[config.mk]
export PLATFORM = sky130hd
export DESIGN_NAME = dere_ctrl_flat
export DESIGN_NICKNAME = d
export VERILOG_FILES = /design/src/design/dere_pkg.sv /design/src/design/dere_intf.sv /design/src/design/dere_ctrl.sv /design/src/flat_wrapper.sv
export SDC_FILE = /design/constraint.sdc
export NUM_CORES = 1
export LEC_CHECK = 0
export BUFFER_PORTS_ARGS = -buffer_cell sky130_fd_sc_hd__buf_4
export CORE_ASPECT_RATIO = 1.75
export CORE_UTILIZATION = 45
export DETAILED_ROUTE_END_ITERATION = 10
export PLACE_DENSITY = 0.76
export SETUP_SLACK_MARGIN = 0.3
export SYNTH_ARGS = -nofsm -noshare
export SYNTH_HDL_FRONTEND = slang
export SYNTH_SLANG_ARGS = --single-unit
[constraint.sdc]
create_clock -name i_clk -period 2.5 [get_ports i_clk]
set_input_delay 0.125 -clock i_clk [delete_from_list [all_inputs] [get_ports i_clk]]
set_output_delay 0.125 -clock i_clk [all_outputs]
set_load 0.03 [all_outputs]
[src/design/dere_pkg.sv]
`default_nettype none

package dere_pkg;

    // Default size of the graph.
    localparam int VERTICES_DEF = 64;

    // Widths of the payload fields.
    localparam int CMD_W = 2;
    localparam int VTX_W = 6;
    localparam int CNT_OUT_W = 6;

    // Command codes of an input word.
    typedef enum logic [CMD_W-1:0] {
        CMD_ADD     = 2'd0,
        CMD_REMOVE  = 2'd1,
        CMD_REVERSE = 2'd2,
        CMD_CLEAR   = 2'd3
    } t_cmd;

    // Sequencer states.
    typedef enum logic [2:0] {
        ST_IDLE,
        ST_QUERY,
        ST_DECIDE,
        ST_INIT,
        ST_LOAD,
        ST_SHIFT,
        ST_ROUND,
        ST_DONE
    } t_state;

    // What a finished query pass is used for.
    typedef enum logic [1:0] {
        QK_FIRST,
        QK_REV,
        QK_FINAL
    } t_qkind;

    // Operation applied by every cell in the same cycle.
    typedef enum logic [2:0] {
        OP_HOLD,
        OP_CLEAR,
        OP_ADD,
        OP_DEL,
        OP_INIT,
        OP_LOAD,
        OP_SHIFT
    } t_cell_op;

    // Control broadcast from the sequencer to the cells.
    typedef struct packed {
        t_cell_op op;
        logic     s_ok;
        logic     t_ok;
    } t_cell_ctl;

    // Flags gathered by the query chain.
    typedef struct packed {
        logic adj_st;
        logic reach_st;
        logic reach_ts;
    } t_col;

    // Saturate a stored degree count to the output width.
    function automatic logic [CNT_OUT_W-1:0] sat_count(input logic [15:0] c);
        logic [CNT_OUT_W-1:0] r;
        if (c > 16'd63) begin
            r = 6'd63;
        end else begin
            r = c[CNT_OUT_W-1:0];
        end
        return r;
    endfunction

endpackage

`default_nettype wire

[src/design/dere_intf.sv]
`default_nettype none

// Command channel.
interface dere_req_if;
    logic                        valid;
    logic                        ready;
    logic [dere_pkg::CMD_W-1:0]  cmd;
    logic [dere_pkg::VTX_W-1:0]  from_vertex;
    logic [dere_pkg::VTX_W-1:0]  to_vertex;

    modport source(output valid, cmd, from_vertex, to_vertex, input ready);
    modport sink(input valid, cmd, from_vertex, to_vertex, output ready);
endinterface

// Result channel.
interface dere_rsp_if;
    logic                            valid;
    logic                            ready;
    logic                            ok;
    logic                            edge_present;
    logic                            path_forward;
    logic                            path_backward;
    logic [dere_pkg::CNT_OUT_W-1:0]  in_count;
    logic [dere_pkg::CNT_OUT_W-1:0]  out_count;

    modport source(output valid, ok, edge_present, path_forward, path_backward,
                   in_count, out_count, input ready);
    modport sink(input valid, ok, edge_present, path_forward, path_backward,
                 in_count, out_count, output ready);
endinterface

`default_nettype wire

[src/design/dere_ctrl.sv]
`default_nettype none

// Command sequencer: query pass, decision, edge update, closure rounds,
// final query and the result register.
module dere_ctrl #(
    parameter int V  = dere_pkg::VERTICES_DEF,
    parameter int VW = $clog2(V),
    parameter int CW = $clog2(V)
) (
    input  wire                  i_clk,
    input  wire                  i_rst_n,
    dere_req_if.sink             i_req,
    dere_rsp_if.source           o_rsp,
    output dere_pkg::t_cell_ctl  o_ctl,
    output logic [VW-1:0]        o_ea,
    output logic [VW-1:0]        o_eb,
    output logic [VW-1:0]        o_qs,
    output logic [VW-1:0]        o_qt,
    input  dere_pkg::t_col       i_col,
    input  wire  [CW-1:0]        i_col_in,
    input  wire  [CW-1:0]        i_col_out,
    input  wire                  i_changed
);

    localparam int CNTW = (V > 1) ? $clog2(V) : 1;
    localparam logic [CNTW-1:0] CNT_LAST = CNTW'(V - 1);

    dere_pkg::t_state r_state, n_state;
    dere_pkg::t_qkind r_qkind, n_qkind;
    dere_pkg::t_cmd   r_cmd;
    logic [CNTW-1:0]  r_cnt, n_cnt;
    logic [dere_pkg::VTX_W-1:0] r_s, r_t;
    logic             r_ok, n_ok;
    logic             r_dirty, n_dirty;
    logic             r_ovalid, n_ovalid;
    logic             s_ok, t_ok, both;
    logic             accept;
    logic             out_load;

    // Decision taken after a query pass.
    dere_pkg::t_cell_op d_op;
    dere_pkg::t_state   d_next;
    dere_pkg::t_qkind   d_qkind;
    logic               d_ok;
    logic               d_swap;

    assign s_ok = (32'(r_s) < V);
    assign t_ok = (32'(r_t) < V);
    assign both = s_ok && t_ok;
    assign o_qs = VW'(r_s);
    assign o_qt = VW'(r_t);

    assign i_req.ready = (r_state == dere_pkg::ST_IDLE);
    assign accept      = i_req.valid && i_req.ready;
    assign out_load    = (r_state == dere_pkg::ST_DONE) && (!r_ovalid || o_rsp.ready);

    // Decision from the gathered query flags.
    always_comb begin
        d_op    = dere_pkg::OP_HOLD;
        d_next  = dere_pkg::ST_DONE;
        d_qkind = dere_pkg::QK_FINAL;
        d_ok    = r_ok;
        d_swap  = 1'b0;
        unique case (r_qkind)
            dere_pkg::QK_FIRST: begin
                priority if (!both) begin
                    d_ok = 1'b0;
                end else if (r_cmd == dere_pkg::CMD_ADD) begin
                    if (i_col.adj_st || i_col.reach_ts) begin
                        d_ok = 1'b0;
                    end else begin
                        d_ok   = 1'b1;
                        d_op   = dere_pkg::OP_ADD;
                        d_next = dere_pkg::ST_LOAD;
                    end
                end else if (r_cmd == dere_pkg::CMD_REMOVE) begin
                    d_ok = 1'b1;
                    if (i_col.adj_st) begin
                        d_op   = dere_pkg::OP_DEL;
                        d_next = dere_pkg::ST_INIT;
                    end
                end else begin
                    // Reverse: only an existing edge can be turned around.
                    d_ok = 1'b0;
                    if (i_col.adj_st) begin
                        d_op    = dere_pkg::OP_DEL;
                        d_next  = dere_pkg::ST_INIT;
                        d_qkind = dere_pkg::QK_REV;
                    end
                end
            end
            dere_pkg::QK_REV: begin
                // Turn the edge around unless the source still reaches the target.
                d_next = dere_pkg::ST_LOAD;
                d_op   = dere_pkg::OP_ADD;
                d_ok   = !i_col.reach_st;
                d_swap = !i_col.reach_st;
            end
            dere_pkg::QK_FINAL: begin
            end
            default: begin
            end
        endcase
    end

    // Next state.
    always_comb begin
        n_state = r_state;
        unique case (r_state)
            dere_pkg::ST_IDLE: begin
                if (accept) begin
                    n_state = dere_pkg::ST_QUERY;
                end
            end
            dere_pkg::ST_QUERY: begin
                if (r_cnt == CNT_LAST) begin
                    n_state = dere_pkg::ST_DECIDE;
                end
            end
            dere_pkg::ST_DECIDE: n_state = d_next;
            dere_pkg::ST_INIT:   n_state = dere_pkg::ST_LOAD;
            dere_pkg::ST_LOAD:   n_state = dere_pkg::ST_SHIFT;
            dere_pkg::ST_SHIFT: begin
                if (r_cnt == CNT_LAST) begin
                    n_state = dere_pkg::ST_ROUND;
                end
            end
            dere_pkg::ST_ROUND: begin
                n_state = r_dirty ? dere_pkg::ST_LOAD : dere_pkg::ST_QUERY;
            end
            dere_pkg::ST_DONE: begin
                if (out_load) begin
                    n_state = dere_pkg::ST_IDLE;
                end
            end
            default: n_state = dere_pkg::ST_IDLE;
        endcase
    end

    // Cell control and register updates.
    always_comb begin
        o_ctl.op   = dere_pkg::OP_HOLD;
        o_ctl.s_ok = s_ok;
        o_ctl.t_ok = t_ok;
        o_ea       = o_qs;
        o_eb       = o_qt;
        n_cnt      = '0;
        n_qkind    = r_qkind;
        n_ok       = r_ok;
        n_dirty    = r_dirty;
        n_ovalid   = r_ovalid && !o_rsp.ready;
        unique case (r_state)
            dere_pkg::ST_IDLE: begin
                if (accept) begin
                    if (dere_pkg::t_cmd'(i_req.cmd) == dere_pkg::CMD_CLEAR) begin
                        o_ctl.op = dere_pkg::OP_CLEAR;
                        n_ok     = 1'b1;
                        n_qkind  = dere_pkg::QK_FINAL;
                    end else begin
                        n_ok    = 1'b0;
                        n_qkind = dere_pkg::QK_FIRST;
                    end
                end
            end
            dere_pkg::ST_QUERY, dere_pkg::ST_SHIFT: begin
                n_cnt = r_cnt + CNTW'(1);
                if (r_state == dere_pkg::ST_SHIFT) begin
                    o_ctl.op = dere_pkg::OP_SHIFT;
                    n_dirty  = r_dirty || i_changed;
                end
            end
            dere_pkg::ST_DECIDE: begin
                o_ctl.op = d_op;
                n_ok     = d_ok;
                n_qkind  = d_qkind;
                if (d_swap) begin
                    o_ea = o_qt;
                    o_eb = o_qs;
                end
            end
            dere_pkg::ST_INIT: o_ctl.op = dere_pkg::OP_INIT;
            dere_pkg::ST_LOAD: begin
                o_ctl.op = dere_pkg::OP_LOAD;
                n_dirty  = 1'b0;
            end
            dere_pkg::ST_ROUND: begin
            end
            dere_pkg::ST_DONE: begin
                if (out_load) begin
                    n_ovalid = 1'b1;
                end
            end
            default: begin
            end
        endcase
    end

    // Control registers.
    always_ff @(posedge i_clk) begin
        if (!i_rst_n) begin
            r_state  <= dere_pkg::ST_IDLE;
            r_qkind  <= dere_pkg::QK_FIRST;
            r_cnt    <= '0;
            r_ok     <= 1'b0;
            r_dirty  <= 1'b0;
            r_ovalid <= 1'b0;
        end else begin
            r_state  <= n_state;
            r_qkind  <= n_qkind;
            r_cnt    <= n_cnt;
            r_ok     <= n_ok;
            r_dirty  <= n_dirty;
            r_ovalid <= n_ovalid;
        end
    end

    // Latched command word.
    always_ff @(posedge i_clk) begin
        if (accept) begin
            r_cmd <= dere_pkg::t_cmd'(i_req.cmd);
            r_s   <= i_req.from_vertex;
            r_t   <= i_req.to_vertex;
        end
    end

    // Result register.
    always_ff @(posedge i_clk) begin
        if (out_load) begin
            o_rsp.ok            <= r_ok;
            o_rsp.edge_present  <= i_col.adj_st;
            o_rsp.path_forward  <= i_col.reach_st;
            o_rsp.path_backward <= i_col.reach_ts;
            o_rsp.in_count      <= dere_pkg::sat_count(16'(i_col_in));
            o_rsp.out_count     <= dere_pkg::sat_count(16'(i_col_out));
        end
    end

    assign o_rsp.valid = r_ovalid;

endmodule

`default_nettype wire
[src/flat_wrapper.sv]
// flat-port wrapper written by rule: the top's interface ports become plain ports
module dere_ctrl_flat 
#(
    parameter int V  = dere_pkg::VERTICES_DEF,
    parameter int VW = $clog2(V),
    parameter int CW = $clog2(V)
)
  (i_clk, i_rst_n, o_ctl, o_ea, o_eb, o_qs, o_qt, i_col, i_col_in, i_col_out, i_changed, i_req_valid, i_req_cmd, i_req_from_vertex, i_req_to_vertex, i_req_ready, o_rsp_valid, o_rsp_ok, o_rsp_edge_present, o_rsp_path_forward, o_rsp_path_backward, o_rsp_in_count, o_rsp_out_count, o_rsp_ready);
  dere_req_if i_req_i ();
  dere_rsp_if o_rsp_i ();
  input  wire i_clk;
  input  wire i_rst_n;
  output dere_pkg::t_cell_ctl o_ctl;
  output logic [VW-1:0] o_ea;
  output logic [VW-1:0] o_eb;
  output logic [VW-1:0] o_qs;
  output logic [VW-1:0] o_qt;
  input  dere_pkg::t_col i_col;
  input  wire  [CW-1:0] i_col_in;
  input  wire  [CW-1:0] i_col_out;
  input  wire i_changed;
  input wire logic [$bits(i_req_i.valid)-1:0] i_req_valid;
  input wire logic [$bits(i_req_i.cmd)-1:0] i_req_cmd;
  input wire logic [$bits(i_req_i.from_vertex)-1:0] i_req_from_vertex;
  input wire logic [$bits(i_req_i.to_vertex)-1:0] i_req_to_vertex;
  output wire logic [$bits(i_req_i.ready)-1:0] i_req_ready;
  output wire logic [$bits(o_rsp_i.valid)-1:0] o_rsp_valid;
  output wire logic [$bits(o_rsp_i.ok)-1:0] o_rsp_ok;
  output wire logic [$bits(o_rsp_i.edge_present)-1:0] o_rsp_edge_present;
  output wire logic [$bits(o_rsp_i.path_forward)-1:0] o_rsp_path_forward;
  output wire logic [$bits(o_rsp_i.path_backward)-1:0] o_rsp_path_backward;
  output wire logic [$bits(o_rsp_i.in_count)-1:0] o_rsp_in_count;
  output wire logic [$bits(o_rsp_i.out_count)-1:0] o_rsp_out_count;
  input wire logic [$bits(o_rsp_i.ready)-1:0] o_rsp_ready;
  assign i_req_i.valid = i_req_valid;
  assign i_req_i.cmd = i_req_cmd;
  assign i_req_i.from_vertex = i_req_from_vertex;
  assign i_req_i.to_vertex = i_req_to_vertex;
  assign i_req_ready = i_req_i.ready;
  assign o_rsp_valid = o_rsp_i.valid;
  assign o_rsp_ok = o_rsp_i.ok;
  assign o_rsp_edge_present = o_rsp_i.edge_present;
  assign o_rsp_path_forward = o_rsp_i.path_forward;
  assign o_rsp_path_backward = o_rsp_i.path_backward;
  assign o_rsp_in_count = o_rsp_i.in_count;
  assign o_rsp_out_count = o_rsp_i.out_count;
  assign o_rsp_i.ready = o_rsp_ready;
  dere_ctrl #(.V(V), .VW(VW), .CW(CW)) u_core (.i_clk(i_clk), .i_rst_n(i_rst_n), .i_req(i_req_i), .o_rsp(o_rsp_i), .o_ctl(o_ctl), .o_ea(o_ea), .o_eb(o_eb), .o_qs(o_qs), .o_qt(o_qt), .i_col(i_col), .i_col_in(i_col_in), .i_col_out(i_col_out), .i_changed(i_changed));
endmodule
==> results.toml, run 1 <==
[pwr]
max-vdd-ir-drop_v = 0.000461
power_mw = 1.44
power.density_mw_per_mm2 = 523
p_leak_nw = 1.21

[route]
wl_per_cell_um = 14.6
num_vias = 1445
drt-pass1-iter-count = 4
drt-total-wl_um = 4190
drt_iter0_markers = 30
avgViaCountPerCell = 5.02
drc_errors = 0
ant_nets = 0

[global_route]
grt.overflow.total = 0
grt_max_degree = 17
grt_usage_pct = 18.8
grt_pass1_vias = 1319
antenna_found_initial = 0
grt_pass1_wl_um = 5980

[clock_tree]
clk_pin_slew_ns = 0.07
clk_latency_ns = 0.29
clock-root-buffer = "clkbuf_8"
clkSinkCount = 44
clk_path_buf_depth = 2
cts_buffers = 5
cts_tree = "yes"
h-tree-depth = 2

[logic_synthesis]
ys_seq_area_share_pct = 63.7
syn_avg_cell_area_um2 = 13.3
ys.flop_type = "edfxtp_1"
synth_area_mm2 = 0.00185
ys_ff_latch = 44
synth_warnings = 0
synth_edf_count = 30
ys_async_sr_fraction_pct = 0
synth_cell_type_count = 37
synthCells = 139

[final_layout]
drive_gt1_share_pct = 45.4
final_area_mm2 = 0.00275
fillCellCount = 303
nets = 274
layout-area-overhead-vs-synth_pct = 48.4
diodes = 0

[timing]
worst_pin_slew_ns = 0.558
relSlewSlack_pct = 62.8
post-route-period-util_pct = 85.4
setup_viol = 0
setup_tns_ns = 0
clock.fmax_mhz = 468
slew_violations = 0
period_minus_slack_ns = 2.14
layout_setup_ws_ns = 0.364
fin_skew_ns = 0.00504
whs_ns = 0.0101
hold_violations = 0
rsz0062_at_grt = "false"

[floorplanning]
dieArea_mm2 = 0.00439
die_h_um = 86.9
initial_utilization_pct = 47.5
coreArea_mm2 = 0.00390
rows = 30
die_width_um = 50.5
pin_count = 81

[setup_path]
cp.required_ns = 2.38
crit_path_start_kind = "flop"
slowest_stage = "or3b_4"
cpPeakStageDelay_ns = 0.42
path_class = "reg2out"
crit_chain = "or3b_4 -> nor2_4 -> nand3b_4 -> mux2_4 -> buf_4"
cp_max_fo = 7
cp.arrival_ns = 2.01
endpoint_kind = "output pin"

[placed_design]
placed_area_mm2 = 0.00247
dpl.hpwl_um = 2900
gp_congestion = 0.766
io_buffer_count = 78
dp_worst_setup_slack_ns = 0.553

[flow_run]
cap_violations = 0

[min_path]
hold_path.class = "in2reg"

[run_status]
status = "complete, no violations"
worst max-delay path: cells and delay by family (launching register included):
family | cells | cell delay, ns
buffers and inverters | 1 | 0.17
DFF | 1 | 0.37
muxes | 1 | 0.34
and+or+nand+nor | 3 | 0.84
per-layer routing:
layer	vias to the layer above	share of wire, %	GRT usage, %
li1	702	-	-
met5	-	0	0
met1	687	33	18.0
met3	9	4.3	4.54
met2	47	60	35.9
met4	0	2.4	9.09
synth_stat cells (all sizes together), types with 2 or more instances:
cell	n	area share [%]
edfxtp	30	49
nor2	16	3.6
dfxtp	14	15
mux2	12	9.1
inv	6	1.2
nand2	6	1.2
o21ai	6	1.6
buf	4	2.0
nand3	4	1.1
nor3	4	1.1
a21boi	3	1.2
a21oi	3	0.81
a31oi	3	1.0
nor2b	3	1.0
and3	2	0.68
clkbuf	2	0.41
nand2b	2	0.68
nand3b	2	1.5
xnor2	2	0.95
xor2	2	0.95
layout by cell type (no fill, tap or decap), types with 2 or more instances in the layout:
cell,synthesis,final
clkbuf_1,2,2
dfxtp_4,0,2
clkbuf_8,0,6
mux2_4,9,9
nand3_1,4,4
nand2b_1,2,2
mux2_2,3,3
nor3_1,4,4
edfxtp_1,30,30
inv_1,6,6
o21ai_0,6,6
dfxtp_1,14,12
dlygate4sd3_1,0,13
nand3b_4,1,2
a21boi_0,3,3
nor2b_1,3,3
a21oi_1,3,3
xnor2_1,2,2
buf_4,2,84
conb_1,1,2
a31oi_1,3,3
and3_1,2,2
nor2_1,15,15
nand2_1,6,6
xor2_1,2,2
through the flow:
stage	utilization (%)	std cells
floorplan	-	140
global placement	63.3	262
detailed placement	63.3	262
CTS	67.0	274
global route	70.4	288
finish	70.4	288
sequential cells by signal, summed over array words and instances, names as in the netlist:
| name | cells |
|---|---|
| u_core.r_ok | 1 |
| u_core.o_qt | 6 |
| u_core.o_rsp.path_backward | 1 |
| u_core.r_qkind | 2 |
| u_core.o_rsp.in_count | 6 |
| u_core.r_cnt | 6 |
| u_core.o_rsp.valid | 1 |
| u_core.o_rsp.path_forward | 1 |
| u_core.o_rsp.ok | 1 |
| u_core.o_rsp.edge_present | 1 |
| u_core.o_qs | 6 |
| u_core.r_cmd | 2 |
| u_core.o_rsp.out_count | 6 |
| u_core.r_state | 3 |
| u_core.r_dirty | 1 |
worst paths after layout:
check | from | end | slack (ns) | depth (start not counted)
max reg2reg | u_core.r_state[2] | u_core.r_ok | 0.65 | 6
min reg2reg | u_core.r_cnt[0] | u_core.r_cnt[0] | 0.44 | 1
min | i_req_to_vertex[1] | u_core.o_qt[1] | 0.01 | 1
max | u_core.r_state[2] | o_eb[1] | 0.36 | 5
cells by family (layout without fill, tap and decap cells):
family,count (synthesis),in the layout,synth area share (%)
and+or+nand+nor,42,43,12.4
adders and majority gates,1,1,0.675
buffers and inverters,12,111,3.65
DFF,44,44,63.7
other,1,2,0.202
muxes,12,12,9.12
xor gates and xnor gates,4,4,1.89
AOI/OAI and AO/OA,23,23,8.37
area by class of cell:
type,count,area [um2],share of cell area (%)
clock buffers,8,90.1,3.28
inverters,6,22.5,0.819
multi-input cells,85,628,22.8
flip-flops and latches,44,1190,43.2
well taps,48,60.1,2.18
repair buffers,97,761,27.7
power breakdown:
part,switching [mW],internal [mW]
sequential,0.0143,0.796
combinational,0.0973,0.0963
clock,0.211,0.225
total,0.322,1.12
timing repair:
| item | in CTS | in global routing |
|---|---|---|
| hold endpoints to repair | 3 | 10 |
| buffers inserted | 0 | 4 |
| setup endpoints to repair | 12 | 12 |
| hold buffers | 3 | 10 |
| pin swaps | 0 | 1 |
| gates resized for setup | 2 | 3 |
| gates cloned | 1 | 0 |
(Power assumes the default switching activity.)
==> run 2, diff against run 1 <==
--- a/config.mk
+++ b/config.mk
@@ -7,9 +7,9 @@
 export LEC_CHECK = 0
 export BUFFER_PORTS_ARGS = -buffer_cell sky130_fd_sc_hd__buf_4
 export CORE_ASPECT_RATIO = 1.75
-export CORE_UTILIZATION = 45
+export CORE_UTILIZATION = 42
 export DETAILED_ROUTE_END_ITERATION = 10
-export PLACE_DENSITY = 0.76
+export PLACE_DENSITY = 0.75
 export SETUP_SLACK_MARGIN = 0.3
 export SYNTH_ARGS = -nofsm -noshare
 export SYNTH_HDL_FRONTEND = slang
==> constraint.sdc (replaced) <==
create_clock -name i_clk -period 1.8 [get_ports i_clk]
set_input_delay 0.09 -clock i_clk [delete_from_list [all_inputs] [get_ports i_clk]]
set_output_delay 0.09 -clock i_clk [all_outputs]
set_load 0.03 [all_outputs]
==> run 2 against run 1 <==
The flow now finishes with violations (setup timing). Die area rose by 6.9%. Clock skew up 0.0048 ns. Register-to-register slack worse by 0.34 ns. Wire length grew 8.2%. First-iteration DRC count increased by 10%. Clock power grew 69%. Core utilization increased by 4.0 points. Design area grew 13%. Worst setup slack worse by 0.55 ns. Sequential power increased by 38%. Final cell count is 8.7% higher. Critical endpoint is now o_ea[1].
==> results.toml, run 2 (synthesis gave the netlist of run 1 again) <==
[run_status]
status = "complete, but fails checks"
violations = "setup timing"

[setup_path]
worstReg2RegEnd = "u_core.r_ok"
cp.required_ns = 1.71
critPathLaunch = "u_core.r_state[0]"
cp.arrival_ns = 1.90
crit_path_start_kind = "flop"
rr_worst_depth = 5
rrSetupSlack_ns = 0.31
endpoint_kind = "output pin"
timing.rr.start = "u_core.r_state[0]"
path_class = "reg2out"
cp_max_fo = 7

[clock_tree]
cts_buffers = 5
clk_path_buf_depth = 2
clock-root-buffer = "clkbuf_8"
h-tree-depth = 2
cts_tree = "yes"
clk_latency_ns = 0.30
clk_pin_slew_ns = 0.08
clkSinkCount = 44

[min_path]
min_path_cells = 3
holdPathEnd = "u_core.r_dirty"
hold_path.class = "in2reg"
hold_start = "i_changed"

[floorplanning]
dieArea_mm2 = 0.00469
coreArea_mm2 = 0.00419
pin_count = 81
die_h_um = 89.9
initial_utilization_pct = 44.2
die_width_um = 52.2
rows = 31

[placed_design]
dp_worst_setup_slack_ns = 0.0760
gp_congestion = 0.808
placed_area_mm2 = 0.00253
io_buffer_count = 78
placedCellCount = 266
dpl.hpwl_um = 2950

[pwr]
power_mw = 2.20
max-vdd-ir-drop_v = 0.000680
power.density_mw_per_mm2 = 706
p_leak_nw = 1.37

[final_layout]
seq_area_mm2 = 0.00118
layout-area-overhead-vs-synth_pct = 68.4
diodes = 0
layoutNonFillerInstCount = 313
nets = 298
fin_util_pct = 74.5
fillCellCount = 257
drive_gt1_share_pct = 48.5
layout_commonest_cell = "buf_4"
layout_common_cells = "buf_4 (77), edfxtp_1 (30), dlygate4sd3_1 (29), nor2_1 (12), buf_6 (12)"
multiInputGateArea_um2 = 673
final_area_mm2 = 0.00312

[route]
ant_nets = 0
drt_iter0_markers = 33
avgViaCountPerCell = 4.96
drc_errors = 0
drt-pass1-iter-count = 4
wl_per_cell_um = 14.5
drt-total-wl_um = 4540
num_vias = 1554

[global_route]
grt_max_degree = 17
grt_pass1_vias = 1561
grt_pass1_wl_um = 7150
grt.overflow.total = 0
grt_usage_pct = 20.8
antenna_found_initial = 0

[timing]
hold_violations = 0
post-route-period-util_pct = 111
setup_viol = 12
layout_setup_ws_ns = -0.189
setup_tns_ns = -1.94
slew_violations = 0
fin_skew_ns = 0.00984
whs_ns = 0.0595
period_minus_slack_ns = 1.99
clock.fmax_mhz = 503
rsz0062_at_grt = "true"

[flow_run]
cap_violations = 0
## run 2: cell types whose count changed in the layout (fill, tap and decap cells not counted), sizes merged
cell / before / now
dlygate4sd3: 13 / 29
buf: 84 / 92
clkbuf: 8 / 5
clkinv: 0 / 2
bufinv: 0 / 1
clkinvlp: 0 / 1
inv: 6 / 5
## run 2: report_power, final
part	leakage, nW	internal [mW]	switching [mW]
registers	0.392	1.11	0.0173
logic	0.922	0.184	0.156
clock network	0.0558	0.411	0.327
total	1.37	1.70	0.500
## run 2: layout make-up
class / instances / area share (%)
sequential: 44 / 38.0
tap: 49 / 1.96
timing repair buffer: 121 / 34.1
clock buffer: 5 / 2.21
clock inverter: 3 / 1.36
multi-input combinational: 85 / 21.6
inverter: 6 / 0.842
## run 2: worst max-delay path by stage
stage,to,cells after the start
floorplan,o_ea[1],6
global placement,o_eb[0],5
detailed placement,o_ea[1],5
CTS,o_ea[1],5
global route,o_ea[1],5
finish,o_ea[1],5
## run 2: worst max-delay path, stage by stage, from the launching register on
cell and delay, ns:
dfxtp_2 0.32, or3b_4 0.41, nor2_4 0.19, nand3b_4 0.19, mux2_4 0.35, buf_6 0.14
## run 2: metal layers
metal / wire (um) / GRT usage (%) / share of wire, %
met1: 1640 / 21.4 / 36
met3: 177 / 3.72 / 3.9
met4: 113 / 9.21 / 2.5
met5: 0 / 0 / 0
met2: 2600 / 38.2 / 57
## run 2: timing repair
item | 4_1_cts | 5_1_grt
endpoints found under the setup margin | 15 | 33
endpoints found under the hold margin | 28 | 1
pin swaps | 5 | 2
gates resized for setup | 14 | 5
gates cloned | 1 | 0
setup buffers | 7 | 2
hold buffers | 28 | 1
